===== src/rtl/bdeq_pkg.sv =====
// Package for the bounded double-ended queue.
// Holds sizes, action and status codes, state encoding and the ring index helper.
// No dependencies.
`timescale 1ns / 1ps

package bdeq_pkg;

  localparam int DEPTH  = 16;
  localparam int DATA_W = 32;
  localparam int IDX_W  = (DEPTH > 1) ? $clog2(DEPTH) : 1;
  localparam int CNT_W  = $clog2(DEPTH + 1);

  localparam logic [IDX_W:0] DEPTH_X = (IDX_W + 1)'(DEPTH);
  localparam logic [CNT_W-1:0] DEPTH_C = CNT_W'(DEPTH);
  localparam logic [IDX_W-1:0] LAST_IDX = IDX_W'(DEPTH - 1);

  localparam logic [2:0] ACT_PUSH_FRONT = 3'd0;
  localparam logic [2:0] ACT_PUSH_BACK  = 3'd1;
  localparam logic [2:0] ACT_POP_FRONT  = 3'd2;
  localparam logic [2:0] ACT_POP_BACK   = 3'd3;
  localparam logic [2:0] ACT_CLEAR      = 3'd4;

  localparam logic [1:0] ST_OK        = 2'd0;
  localparam logic [1:0] ST_UNDERFLOW = 2'd1;
  localparam logic [1:0] ST_OVERFLOW  = 2'd2;

  typedef enum logic [1:0] {
    S_IDLE = 2'b01,
    S_RESP = 2'b10
  } state_t;

  // base + off modulo DEPTH, both below DEPTH
  function automatic logic [IDX_W-1:0] ring_add(input logic [IDX_W-1:0] base,
                                                input logic [IDX_W-1:0] off);
    logic [IDX_W:0] s;
    s = {1'b0, base} + {1'b0, off};
    if (s >= DEPTH_X) begin
      s = s - DEPTH_X;
    end
    return s[IDX_W-1:0];
  endfunction

endpackage


===== src/rtl/bdeq_ram.sv =====
// Generic synchronous RAM: one write port, two read ports, registered read data.
// Read during write to the same entry returns the old contents. No dependencies.
`timescale 1ns / 1ps

module bdeq_ram #(
  parameter int WIDTH = 32,
  parameter int DEPTH = 16
) (
  input  logic                                    clk,
  input  logic                                    we,
  input  logic [((DEPTH > 1) ? $clog2(DEPTH) : 1)-1:0] waddr,
  input  logic [WIDTH-1:0]                        wdata,
  input  logic [((DEPTH > 1) ? $clog2(DEPTH) : 1)-1:0] raddr_a,
  input  logic [((DEPTH > 1) ? $clog2(DEPTH) : 1)-1:0] raddr_b,
  output logic [WIDTH-1:0]                        rdata_a,
  output logic [WIDTH-1:0]                        rdata_b
);

  logic [WIDTH-1:0] mem [DEPTH];
  logic [WIDTH-1:0] rdata_a_r;
  logic [WIDTH-1:0] rdata_b_r;

  always_ff @(posedge clk) begin
    if (we) begin
      mem[waddr] <= wdata;
    end
    rdata_a_r <= mem[raddr_a];
    rdata_b_r <= mem[raddr_b];
  end

  assign rdata_a = rdata_a_r;
  assign rdata_b = rdata_b_r;

endmodule


===== src/rtl/bounded_double_ended_queue_top.sv =====
// Bounded double-ended queue of signed words held in a ring RAM.
// Depends on bdeq_pkg and bdeq_ram.
//
// Usage:
//   Request channel in_valid/in_ready carries in_action (push front, push back,
//   pop front, pop back, clear) and in_value (the word for pushes).
//   Result channel out_valid/out_ready returns one result per request: front and
//   back words after the action (0 when empty), entry count, empty and full flags
//   and a status code (ok, underflow on pop, overflow on push).
//   On acceptance, head and count update and any push is written to the RAM while
//   both end entries of the new queue are read, with the written word forwarded.
//   The result state then loads the result register from the registered RAM read
//   data once the output is free; in_ready stays low until that load, so a new
//   request is taken only after the previous result has been loaded.
//   A request is taken while an earlier result still waits in the output register.
//   If the receiver stalls, the finished result holds, the next request waits in
//   its result cycle, and no further request is taken until the output frees.
//   Reset empties the queue (head and count to zero); RAM contents are kept.
`timescale 1ns / 1ps

module bounded_double_ended_queue_top
  import bdeq_pkg::*;
(
  input  logic                     clk,
  input  logic                     rst_n,
  input  logic                     in_valid,
  output logic                     in_ready,
  input  logic [2:0]               in_action,
  input  logic signed [DATA_W-1:0] in_value,
  output logic                     out_valid,
  input  logic                     out_ready,
  output logic signed [DATA_W-1:0] out_front_value,
  output logic signed [DATA_W-1:0] out_back_value,
  output logic [CNT_W-1:0]         out_entry_count,
  output logic                     out_is_empty,
  output logic                     out_is_full,
  output logic [1:0]               out_status
);

  state_t state_r, state_nxt;
  logic [IDX_W-1:0] head_r, head_nxt;
  logic [CNT_W-1:0] cnt_r, cnt_nxt;
  logic [1:0]       status_r, status_nxt;
  logic             front_hit_r, back_hit_r;
  logic [DATA_W-1:0] wdata_r;

  logic              acc;
  logic              we;
  logic [IDX_W-1:0]  waddr;
  logic [IDX_W-1:0]  faddr;
  logic [IDX_W-1:0]  baddr;
  logic [CNT_W-1:0]  cnt_m1;
  logic [DATA_W-1:0] rd_front;
  logic [DATA_W-1:0] rd_back;
  logic              load_out;

  logic                     out_valid_r;
  logic signed [DATA_W-1:0] out_front_r;
  logic signed [DATA_W-1:0] out_back_r;
  logic [CNT_W-1:0]         out_cnt_r;
  logic                     out_empty_r;
  logic                     out_full_r;
  logic [1:0]               out_status_r;

  assign in_ready = (state_r == S_IDLE);
  assign acc      = in_valid && in_ready;

  // next queue state and RAM write
  always_comb begin
    head_nxt   = head_r;
    cnt_nxt    = cnt_r;
    status_nxt = ST_OK;
    we         = 1'b0;
    waddr      = ring_add(head_r, cnt_r[IDX_W-1:0]);
    if (acc) begin
      unique case (in_action)
        ACT_PUSH_FRONT: begin
          if (cnt_r >= DEPTH_C) begin
            status_nxt = ST_OVERFLOW;
          end else begin
            head_nxt = (head_r == '0) ? LAST_IDX : head_r - IDX_W'(1);
            waddr    = head_nxt;
            we       = 1'b1;
            cnt_nxt  = cnt_r + CNT_W'(1);
          end
        end
        ACT_PUSH_BACK: begin
          if (cnt_r >= DEPTH_C) begin
            status_nxt = ST_OVERFLOW;
          end else begin
            we      = 1'b1;
            cnt_nxt = cnt_r + CNT_W'(1);
          end
        end
        ACT_POP_FRONT: begin
          if (cnt_r == '0) begin
            status_nxt = ST_UNDERFLOW;
          end else begin
            head_nxt = ring_add(head_r, IDX_W'(1));
            cnt_nxt  = cnt_r - CNT_W'(1);
          end
        end
        ACT_POP_BACK: begin
          if (cnt_r == '0) begin
            status_nxt = ST_UNDERFLOW;
          end else begin
            cnt_nxt = cnt_r - CNT_W'(1);
          end
        end
        ACT_CLEAR: begin
          head_nxt = '0;
          cnt_nxt  = '0;
        end
        default: begin
        end
      endcase
    end
  end

  // end entries of the queue after this request
  assign cnt_m1 = (cnt_nxt == '0) ? '0 : cnt_nxt - CNT_W'(1);
  assign faddr  = head_nxt;
  assign baddr  = ring_add(head_nxt, cnt_m1[IDX_W-1:0]);

  bdeq_ram #(
    .WIDTH(DATA_W),
    .DEPTH(DEPTH)
  ) u_ram (
    .clk     (clk),
    .we      (we),
    .waddr   (waddr),
    .wdata   (in_value),
    .raddr_a (faddr),
    .raddr_b (baddr),
    .rdata_a (rd_front),
    .rdata_b (rd_back)
  );

  assign load_out = (state_r == S_RESP) && (!out_valid_r || out_ready);

  always_comb begin
    state_nxt = state_r;
    unique case (state_r)
      S_IDLE: begin
        if (acc) begin
          state_nxt = S_RESP;
        end
      end
      S_RESP: begin
        if (load_out) begin
          state_nxt = S_IDLE;
        end
      end
      default: state_nxt = S_IDLE;
    endcase
  end

  always_ff @(posedge clk) begin
    if (!rst_n) begin
      state_r     <= S_IDLE;
      head_r      <= '0;
      cnt_r       <= '0;
      out_valid_r <= 1'b0;
    end else begin
      state_r <= state_nxt;
      head_r  <= head_nxt;
      cnt_r   <= cnt_nxt;
      if (load_out) begin
        out_valid_r <= 1'b1;
      end else if (out_ready) begin
        out_valid_r <= 1'b0;
      end
    end
  end

  // hold request details for the result cycle
  always_ff @(posedge clk) begin
    if (acc) begin
      status_r    <= status_nxt;
      front_hit_r <= we && (waddr == faddr);
      back_hit_r  <= we && (waddr == baddr);
      wdata_r     <= in_value;
    end
    if (load_out) begin
      out_front_r  <= (cnt_r == '0) ? '0 : (front_hit_r ? wdata_r : rd_front);
      out_back_r   <= (cnt_r == '0) ? '0 : (back_hit_r ? wdata_r : rd_back);
      out_cnt_r    <= cnt_r;
      out_empty_r  <= (cnt_r == '0);
      out_full_r   <= (cnt_r >= DEPTH_C);
      out_status_r <= status_r;
    end
  end

  assign out_valid       = out_valid_r;
  assign out_front_value = out_front_r;
  assign out_back_value  = out_back_r;
  assign out_entry_count = out_cnt_r;
  assign out_is_empty    = out_empty_r;
  assign out_is_full     = out_full_r;
  assign out_status      = out_status_r;

  a_cnt_bound: assert property (@(posedge clk) disable iff (!rst_n)
    cnt_r <= DEPTH_C)
    else $error("fill count beyond depth");

  a_acc_resp: assert property (@(posedge clk) disable iff (!rst_n)
    acc |=> (state_r == S_RESP) && !in_ready)
    else $error("accepted request did not enter result cycle");

  a_load_valid: assert property (@(posedge clk) disable iff (!rst_n)
    load_out |=> out_valid && (out_entry_count == $past(cnt_r)))
    else $error("result not presented after load");

  a_empty_zero: assert property (@(posedge clk) disable iff (!rst_n)
    out_valid && out_is_empty |-> (out_front_value == '0) && (out_back_value == '0)
                                  && (out_entry_count == '0))
    else $error("empty result carries data");

  a_write_on_acc: assert property (@(posedge clk) disable iff (!rst_n)
    we |-> acc && ((in_action == ACT_PUSH_FRONT) || (in_action == ACT_PUSH_BACK)))
    else $error("RAM written without a push request");

endmodule


===== config.mk =====
export PLATFORM = sky130hd
export DESIGN_NAME = bounded_double_ended_queue_top
export DESIGN_NICKNAME = d
export VERILOG_FILES = /design/src/rtl/bdeq_pkg.sv /design/src/rtl/bdeq_ram.sv /design/src/rtl/bounded_double_ended_queue_top.sv
export SDC_FILE = /design/constraint.sdc
export NUM_CORES = 1
export LEC_CHECK = 0
export BUFFER_PORTS_ARGS = -buffer_cell sky130_fd_sc_hd__buf_2
export CAP_MARGIN = 30
export CELL_PAD_IN_SITES_DETAIL_PLACEMENT = 0
export CELL_PAD_IN_SITES_GLOBAL_PLACEMENT = 1
export CORE_ASPECT_RATIO = 0.7
export CORE_MARGIN = 2
export CORE_UTILIZATION = 45
export CTS_CLUSTER_DIAMETER = 80
export DETAILED_ROUTE_END_ITERATION = 6
export PLACE_DENSITY_LB_ADDON = 0.1
export SYNTH_ARGS = -nofsm -noshare
export SYNTH_HDL_FRONTEND = slang
export SYNTH_SLANG_ARGS = --single-unit

===== constraint.sdc =====
create_clock -name clk -period 6.45 [get_ports clk]
set_input_delay 0.9675 -clock clk [delete_from_list [all_inputs] [get_ports clk]]
set_output_delay 0.9675 -clock clk [all_outputs]
set_load 0.005 [all_outputs]

# Word level (Yosys, flattened, before mapping)
# Memories as Yosys holds them, arrays and structs flattened. A register that Yosys moved wholly into a read port is not among the register bits.
# Cells that the tools add are included.
dict set report totals {
  register_bits 121
  ram_bits 512
  output_inout_bits 75
  memories 1
}
dict set report classes {
  n_addsub 10
  n_lt_le_gt_ge 4
  eq_ne 10
  muxes 31
  n_reduce_logical 14
}
# memory depth width read_ports rd_clocked_by_memory_dff wr line
set memory_table {}
lappend memory_table {u_ram.mem 16 32 2 2 1 bdeq_ram.sv:19} ;# logic [WIDTH-1:0] mem [DEPTH];
# cell count
set op_table {}
lappend op_table {{two-way mux 32 bit} 2}
lappend op_table {{two-way mux 4 bit} 11}
lappend op_table {{>= comparator 5 bit, second input constant} 4}
lappend op_table {{subtractor 4 x 1 -> 4 bit, second input constant} 5}
lappend op_table {{two-way mux 5 bit} 3}
lappend op_table {{case mux 5 bit (3 select lines)} 1}
lappend op_table {{case mux 4 bit (3 select lines)} 1}
lappend op_table {{adder 4 x 4 -> 5 bit} 2}
lappend op_table {{logical NOT 5 bit} 2}
lappend op_table {{equality test 4 bit} 2}
lappend op_table {{two-way mux 1 bit} 8}
lappend op_table {{case mux 2 bit (2 select lines)} 2}
lappend op_table {{equality test 3 x 2 -> 1 bit, second input constant} 2}
lappend op_table {{two-way mux 2 bit} 3}
lappend op_table {{adder 4 x 1 -> 5 bit, second input constant} 1}
lappend op_table {{adder 5 x 1 -> 5 bit, second input constant} 1}
lappend op_table {{subtractor 5 x 1 -> 5 bit, second input constant} 1}
lappend op_table {{logical AND 1 bit} 4}
lappend op_table {{logical NOT 4 bit} 1}
lappend op_table {{OR reduction 2 bit} 2}
lappend op_table {{equality test 3 x 1 -> 1 bit, second input constant} 1}
lappend op_table {{equality test 3 bit, second input constant} 1}
lappend op_table {{logical NOT 3 bit} 1}
lappend op_table {{equality test 2 x 1 -> 1 bit, second input constant} 1}
lappend op_table {{7 further kinds} 7}

# Logic depth before layout (Yosys ltp)
dict set report depth {
  depth_word 11
  mapped_depth 25
}

# By module
# A second synthesis with hierarchy kept.
dict set report hier_totals {
  hier_cells 1583
  hier_area_um2 29904.9
}
# module instances cells_per_inst area_each_um2 seq_area_each_um2
set by_module_without_submodules {}
lappend by_module_without_submodules {bdeq_ram 1 1141 24188.2 16656.0}
lappend by_module_without_submodules {bounded_double_ended_queue_top 1 442 5716.7 3513.4}

# Worst setup path after synthesis
# Ideal clock, no wire load.
dict set report synth_path {
  path_kind {input to register}
  startpoint {in in_valid}
  endpoint {reg u_ram.rdata_b_r[21] (netlist: u_ram.rdata_b[21]) (read register of u_ram.mem)}
  setup_time_ps 120
  arrival_time_ps 5325
  slack_ps 1005
  stages 17
  path_buffers 3
  path_cell_list {nand2_1 inv_1 nand2_1 a221o_1 inv_1 ha_1 nand2_1 nor3_1 nor2_1 ha_1 clkbuf_1 clkbuf_1 buf_1 mux4_2 nand2_1 a22o_1 nand3_1}
}
dict set report synth_via {
  elab_chain_cells 7
  elab_cells_between_ends 10
  cone_classes {3 x add/sub; 1 x order compare; 4 x mux; 2 x reduce/logical}
}
# item line
set synth_lines {}
lappend synth_lines {{start: declaration} bounded_double_ended_queue_top.sv:26} ;# input logic in_valid,
lappend synth_lines {{logical AND 1 bit (*)} bounded_double_ended_queue_top.sv:66} ;# assign acc = in_valid && in_ready;
lappend synth_lines {{named net acc} bounded_double_ended_queue_top.sv:47} ;# logic acc;
lappend synth_lines {{two-way mux 5 bit} bounded_double_ended_queue_top.sv:75} ;# if (acc) begin
lappend synth_lines {{subtractor 4 x 1 -> 4 bit or logical NOT 5 bit (tied branches)} bounded_double_ended_queue_top.sv:121} ;# assign cnt_m1 = (cnt_nxt == '0) ? '0 : cnt_nxt - CNT_W'(1);
lappend synth_lines {{two-way mux 4 bit} bounded_double_ended_queue_top.sv:121}
lappend synth_lines {{adder 4 x 4 -> 5 bit (*)} bdeq_pkg.sv:36} ;# s = {1'b0, base} + {1'b0, off};
lappend synth_lines {{subtractor 4 x 1 -> 4 bit or >= comparator 5 bit (tied branches)} {bdeq_pkg.sv:38, bdeq_pkg.sv:37}}
lappend synth_lines {{two-way mux 4 bit (*)} bdeq_pkg.sv:37} ;# if (s >= DEPTH_X) begin
lappend synth_lines {{end: declaration} bdeq_ram.sv:21} ;# logic [WIDTH-1:0] rdata_b_r;
# The timed path passes the listed nets; every way through them passes the cells marked *.
# A chain may end at the register's enable or synchronous reset.

# Final worst setup path
dict set report layout_path {
  startpoint {reg cnt_r[1]}
  endpoint {reg u_ram.rdata_b_r[18] (netlist: u_ram.rdata_b[18]) (read register of u_ram.mem)}
}
dict set report layout_via {
  elab_chain_cells 9
  elab_cells_between_ends 19
  cone_classes {5 x add/sub; 2 x order compare; 10 x mux; 2 x reduce/logical}
}
# item line
set layout_lines {}
lappend layout_lines {{start: declaration} bounded_double_ended_queue_top.sv:42} ;# logic [CNT_W-1:0] cnt_r, cnt_nxt;
lappend layout_lines {{start signal: assignment} bounded_double_ended_queue_top.sv:167} ;# cnt_r <= cnt_nxt;
lappend layout_lines {{subtractor 5 x 1 -> 5 bit (tied with other cells)} {bounded_double_ended_queue_top.sv:100, bounded_double_ended_queue_top.sv:107}}
lappend layout_lines {{two-way mux 5 bit, on equally long branches} -}
lappend layout_lines {{case mux 5 bit (3 select lines)} bounded_double_ended_queue_top.sv:76} ;# unique case (in_action)
lappend layout_lines {{two-way mux 5 bit} bounded_double_ended_queue_top.sv:75}
lappend layout_lines {{subtractor 4 x 1 -> 4 bit or logical NOT 5 bit (tied branches)} bounded_double_ended_queue_top.sv:121}
lappend layout_lines {{two-way mux 4 bit} bounded_double_ended_queue_top.sv:121}
lappend layout_lines {{adder 4 x 4 -> 5 bit (*)} bdeq_pkg.sv:36}
lappend layout_lines {{subtractor 4 x 1 -> 4 bit or >= comparator 5 bit (tied branches)} {bdeq_pkg.sv:38, bdeq_pkg.sv:37}}
lappend layout_lines {{two-way mux 4 bit (*)} bdeq_pkg.sv:37}
# Every way passes the cells marked *; elsewhere a longest branch is shown, timed or not.

==> results.md <==
- Slew headroom: 25.33%
- Area leader, netlist: edfxtp_1
- Critical path fanouts, max: 60
- Fin crit share: 83.86%
- Switching power total: 2.579 mW
- Combinational Power Share: 12.8%
- Initial antenna violation count: 4
- Syn nets: 2219
- Die width: 319.6 µm
- Routed Antenna Nets: 0
- Postcts setup bufs: 0
- Status: complete, but fails checks
- Clk network pwr share: 39.2%
- CTS tree: built
- Seq. cell area: 0.02017 mm²
- Grt ovf: 0
- Design Area, Final: 0.03576 mm²
- CTS Sinks: 697
- Die ar.: 0.07190 mm²
- Synth Instances: 2165
- Starting density of the core: 45.77%
- Asr flop ratio synth: 0%
- Worst Path Arrival: 5.95 ns
- Drt first-iter violations: 1891
- Internal Power: 8.109 mW
- Worst min path class: reg -> reg
- Synthesis Warnings: 0
- Vias per inst: 5.942
- Worst setup EP type: register
- Clock slew at reported path FFs: 0.06 ns
- Multi-input gate area: 0.01066 mm²
- Post-synth EDFFs: 621
- Failing checks: design-rule violations
- CP Launch Type: register
- Setup CP Type: reg -> reg
- Clk_lat worst skew: 0.62 ns
- Number of port buffers: 113
- Max_cap viols: 0
- Yosys reg bits: 697
- Vias in the first global route: 19274
- Post-CTS sizing: 0
- Area Overhead vs Synth: 13.95%
- Most common flop cell mapped by yosys: edfxtp_1
- Post-Syn Area: 0.03138 mm²
- Fin nets: 2311
- Placement Cell Area: 0.03338 mm²
- Dpl hpwl: 48860 µm
- H-tree depth: 3
- Hold-fix buffers at CTS: 0
- Skew final: 0.02651 ns
- First-pass GRT wire length: 128700 µm
- Fmax achieved: 184.9 MHz
- WL final: 87650 µm
- Sequential share of power: 48.0%
- Ranking of synthesized cells by area: edfxtp_1 59%, mux2i_1 10%, mux4_2 9.3%, dfxtp_1 4.8%, nand2_1 3.9%
- Sw Share: 24.13%
- Routability cong.: 0.7987
- RSZ-0062 raised after global routing: no
- CTS buffer count: 70
- Die H: 225.0 µm
- Core area: 0.06857 mm²
- Worst vdd ir: 204.5 µV
- Top Ports: 114
- Via count: 19116
- GRT Overall Usage: 24.60%
- Leakage: 13.74 nW
- Min Tclk post-route: 5.409 ns
- Largest net degree at the start of global routing: 131
- Final setup viols: 0
- Sequential fraction of the synthesis area: 64.27%
- Synth top area share: 59.42%
- Max clock buf depth: 3
- # rows: 80
- Least-Margin Pin Slew: 1.120 ns
- Synth cell types: 57
- Drt wl/cell: 27.25 µm
- Clock root buffer: clkbuf_16
- Sum of negative setup slack: 0 ns
- Cell Pwr Density: 298.9 mW/mm²
- Final Util: 52.16%
- Post-Syn Area per Cell: 14.50 µm²
- Fillcell total: 5674
- CP Data Required Time: 6.99 ns
- # DRC: 1
- Fin. Hold Viols: 0
- Drt pass-1 iters: 7
- Slew Limit Fails: 0
- Share of layout cells above drive strength 1: 19.45%
routing by layer:
layer	wire length, µm	vias up	GRT usage, %
met1	39590	9789	35.79
li1	-	8501	-
met3	6010	158	4.556
met4	2478	6	7.897
met2	39540	662	37.60
met5	37	-	0
final cells by class:
class	count	area share, %
antenna	1	0.006998
clock buffer	103	5.763
clock inverter	26	0.8222
inverter	16	0.1784
multi-input combinational	1294	29.80
sequential	697	56.40
tap	902	3.156
timing repair buffer	178	3.870
stage by stage:
step	setup WS (ns)	total power, mW	instances	hold WS, ns
after global placement	1.140	6.587	3081	0.4237
after floorplan	1.005	6.125	2165	0.4003
after global routing	0.6611	11.05	3216	0.4320
after detailed placement	1.093	6.597	3086	0.4178
final	1.041	10.69	3217	0.4235
after CTS	1.053	10.77	3215	0.4284
synth_stat cells, types with 2 or more instances:
master	number
and2_1	8
a21boi_0	2
buf_2	33
a32oi_1	2
xnor2_1	11
a31oi_1	2
o21ai_0	3
nand2_1	329
o21ai_1	3
nand2b_1	8
nor4_1	2
mux4_2	129
a21o_1	2
nor3_1	10
mux2i_1	325
nand3_1	164
edfxtp_1	621
buf_1	13
or2_2	2
a22oi_1	2
clkbuf_1	100
a21oi_1	6
nor3b_1	2
a22o_1	31
buf_6	11
nand4_1	95
and3_1	3
dfxtp_1	76
inv_1	15
o31a_1	2
o31ai_1	6
nor2b_1	11
fa_1	2
ha_1	13
xor2_1	4
nor2_1	93
o21a_1	3
or3_1	2
state kept, by name, summed over array words and instances, names as in the netlist, 2 cells and up:
register / count
cnt_r: 5
head_r: 4
out_back_value: 32
out_entry_count: 5
out_front_value: 32
out_status: 2
state_r: 2
status_r: 2
u_ram.mem: 512
u_ram.rdata_a: 32
u_ram.rdata_b: 32
wdata_r: 32
critical path: stages (launching register included):
cell and delay (ns):
dfxtp_1 0.38, inv_1 0.15, ha_1 0.15, or4b_1 0.60, clkinv_2 0.13, buf_4 0.44, o311ai_0 0.22, a22oi_1 0.37
nand2_1 0.10, nor3_1 0.33, or2_2 0.20, inv_1 0.05, ha_1 0.27, a21o_1 0.18, a21oi_1 0.17, xnor2_1 0.21
or3_4 0.58, buf_12 0.39, nand4_1 0.20, nand3_1 0.14
power groups by stage:
stage                     Sequential (mW)  Combinational (mW)  Clock [mW]
after floorplan                      5.20               0.930           0
after global placement               5.23                1.36           0
after detailed placement             5.23                1.37           0
after CTS                            5.13                1.38        4.27
after global routing                 5.14                1.48        4.43
final                                5.13                1.37        4.19
worst paths after layout:
path	from	to	slack (ns)	cells after the start
setup / recovery	cnt_r[1]$_SDFF_PN0_	u_ram.rdata_b[18]$_DFF_P_	1.04	19
hold / removal	status_r[0]$_DFFE_PP_	out_status[0]$_DFFE_PP_	0.42	0
setup reg to reg	cnt_r[1]$_SDFF_PN0_	u_ram.rdata_b[18]$_DFF_P_	1.04	19
hold reg to reg	status_r[0]$_DFFE_PP_	out_status[0]$_DFFE_PP_	0.42	0
cells in the final DEF (no fill, tap or decap), types with 20 or more instances in the layout:
| cell | n |
|---|---|
| nand2_1 | 329 |
| a22o_1 | 31 |
| buf_12 | 20 |
| buf_2 | 113 |
| nand4_1 | 95 |
| nor2_1 | 76 |
| edfxtp_1 | 621 |
| nand3_1 | 164 |
| dfxtp_1 | 76 |
| mux2i_1 | 325 |
| buf_4 | 41 |
| clkbuf_16 | 74 |
| mux4_2 | 129 |
logic make-up (layout without fill, tap and decap cells):
logic type,count (synthesis),count (layout),share of synthesized area (%)
other,0,1,0
XOR/XNOR,15,15,0.4186
buffers and inverters,174,323,2.516
flip-flops,697,697,64.27
AO/OA/AOI/OAI,72,72,1.786
multiplexers,455,455,19.66
adder cells (fa/ha/maj),15,15,0.6459
AND/OR/NAND/NOR,737,737,10.71
Power figures use the tool's default switching activity.
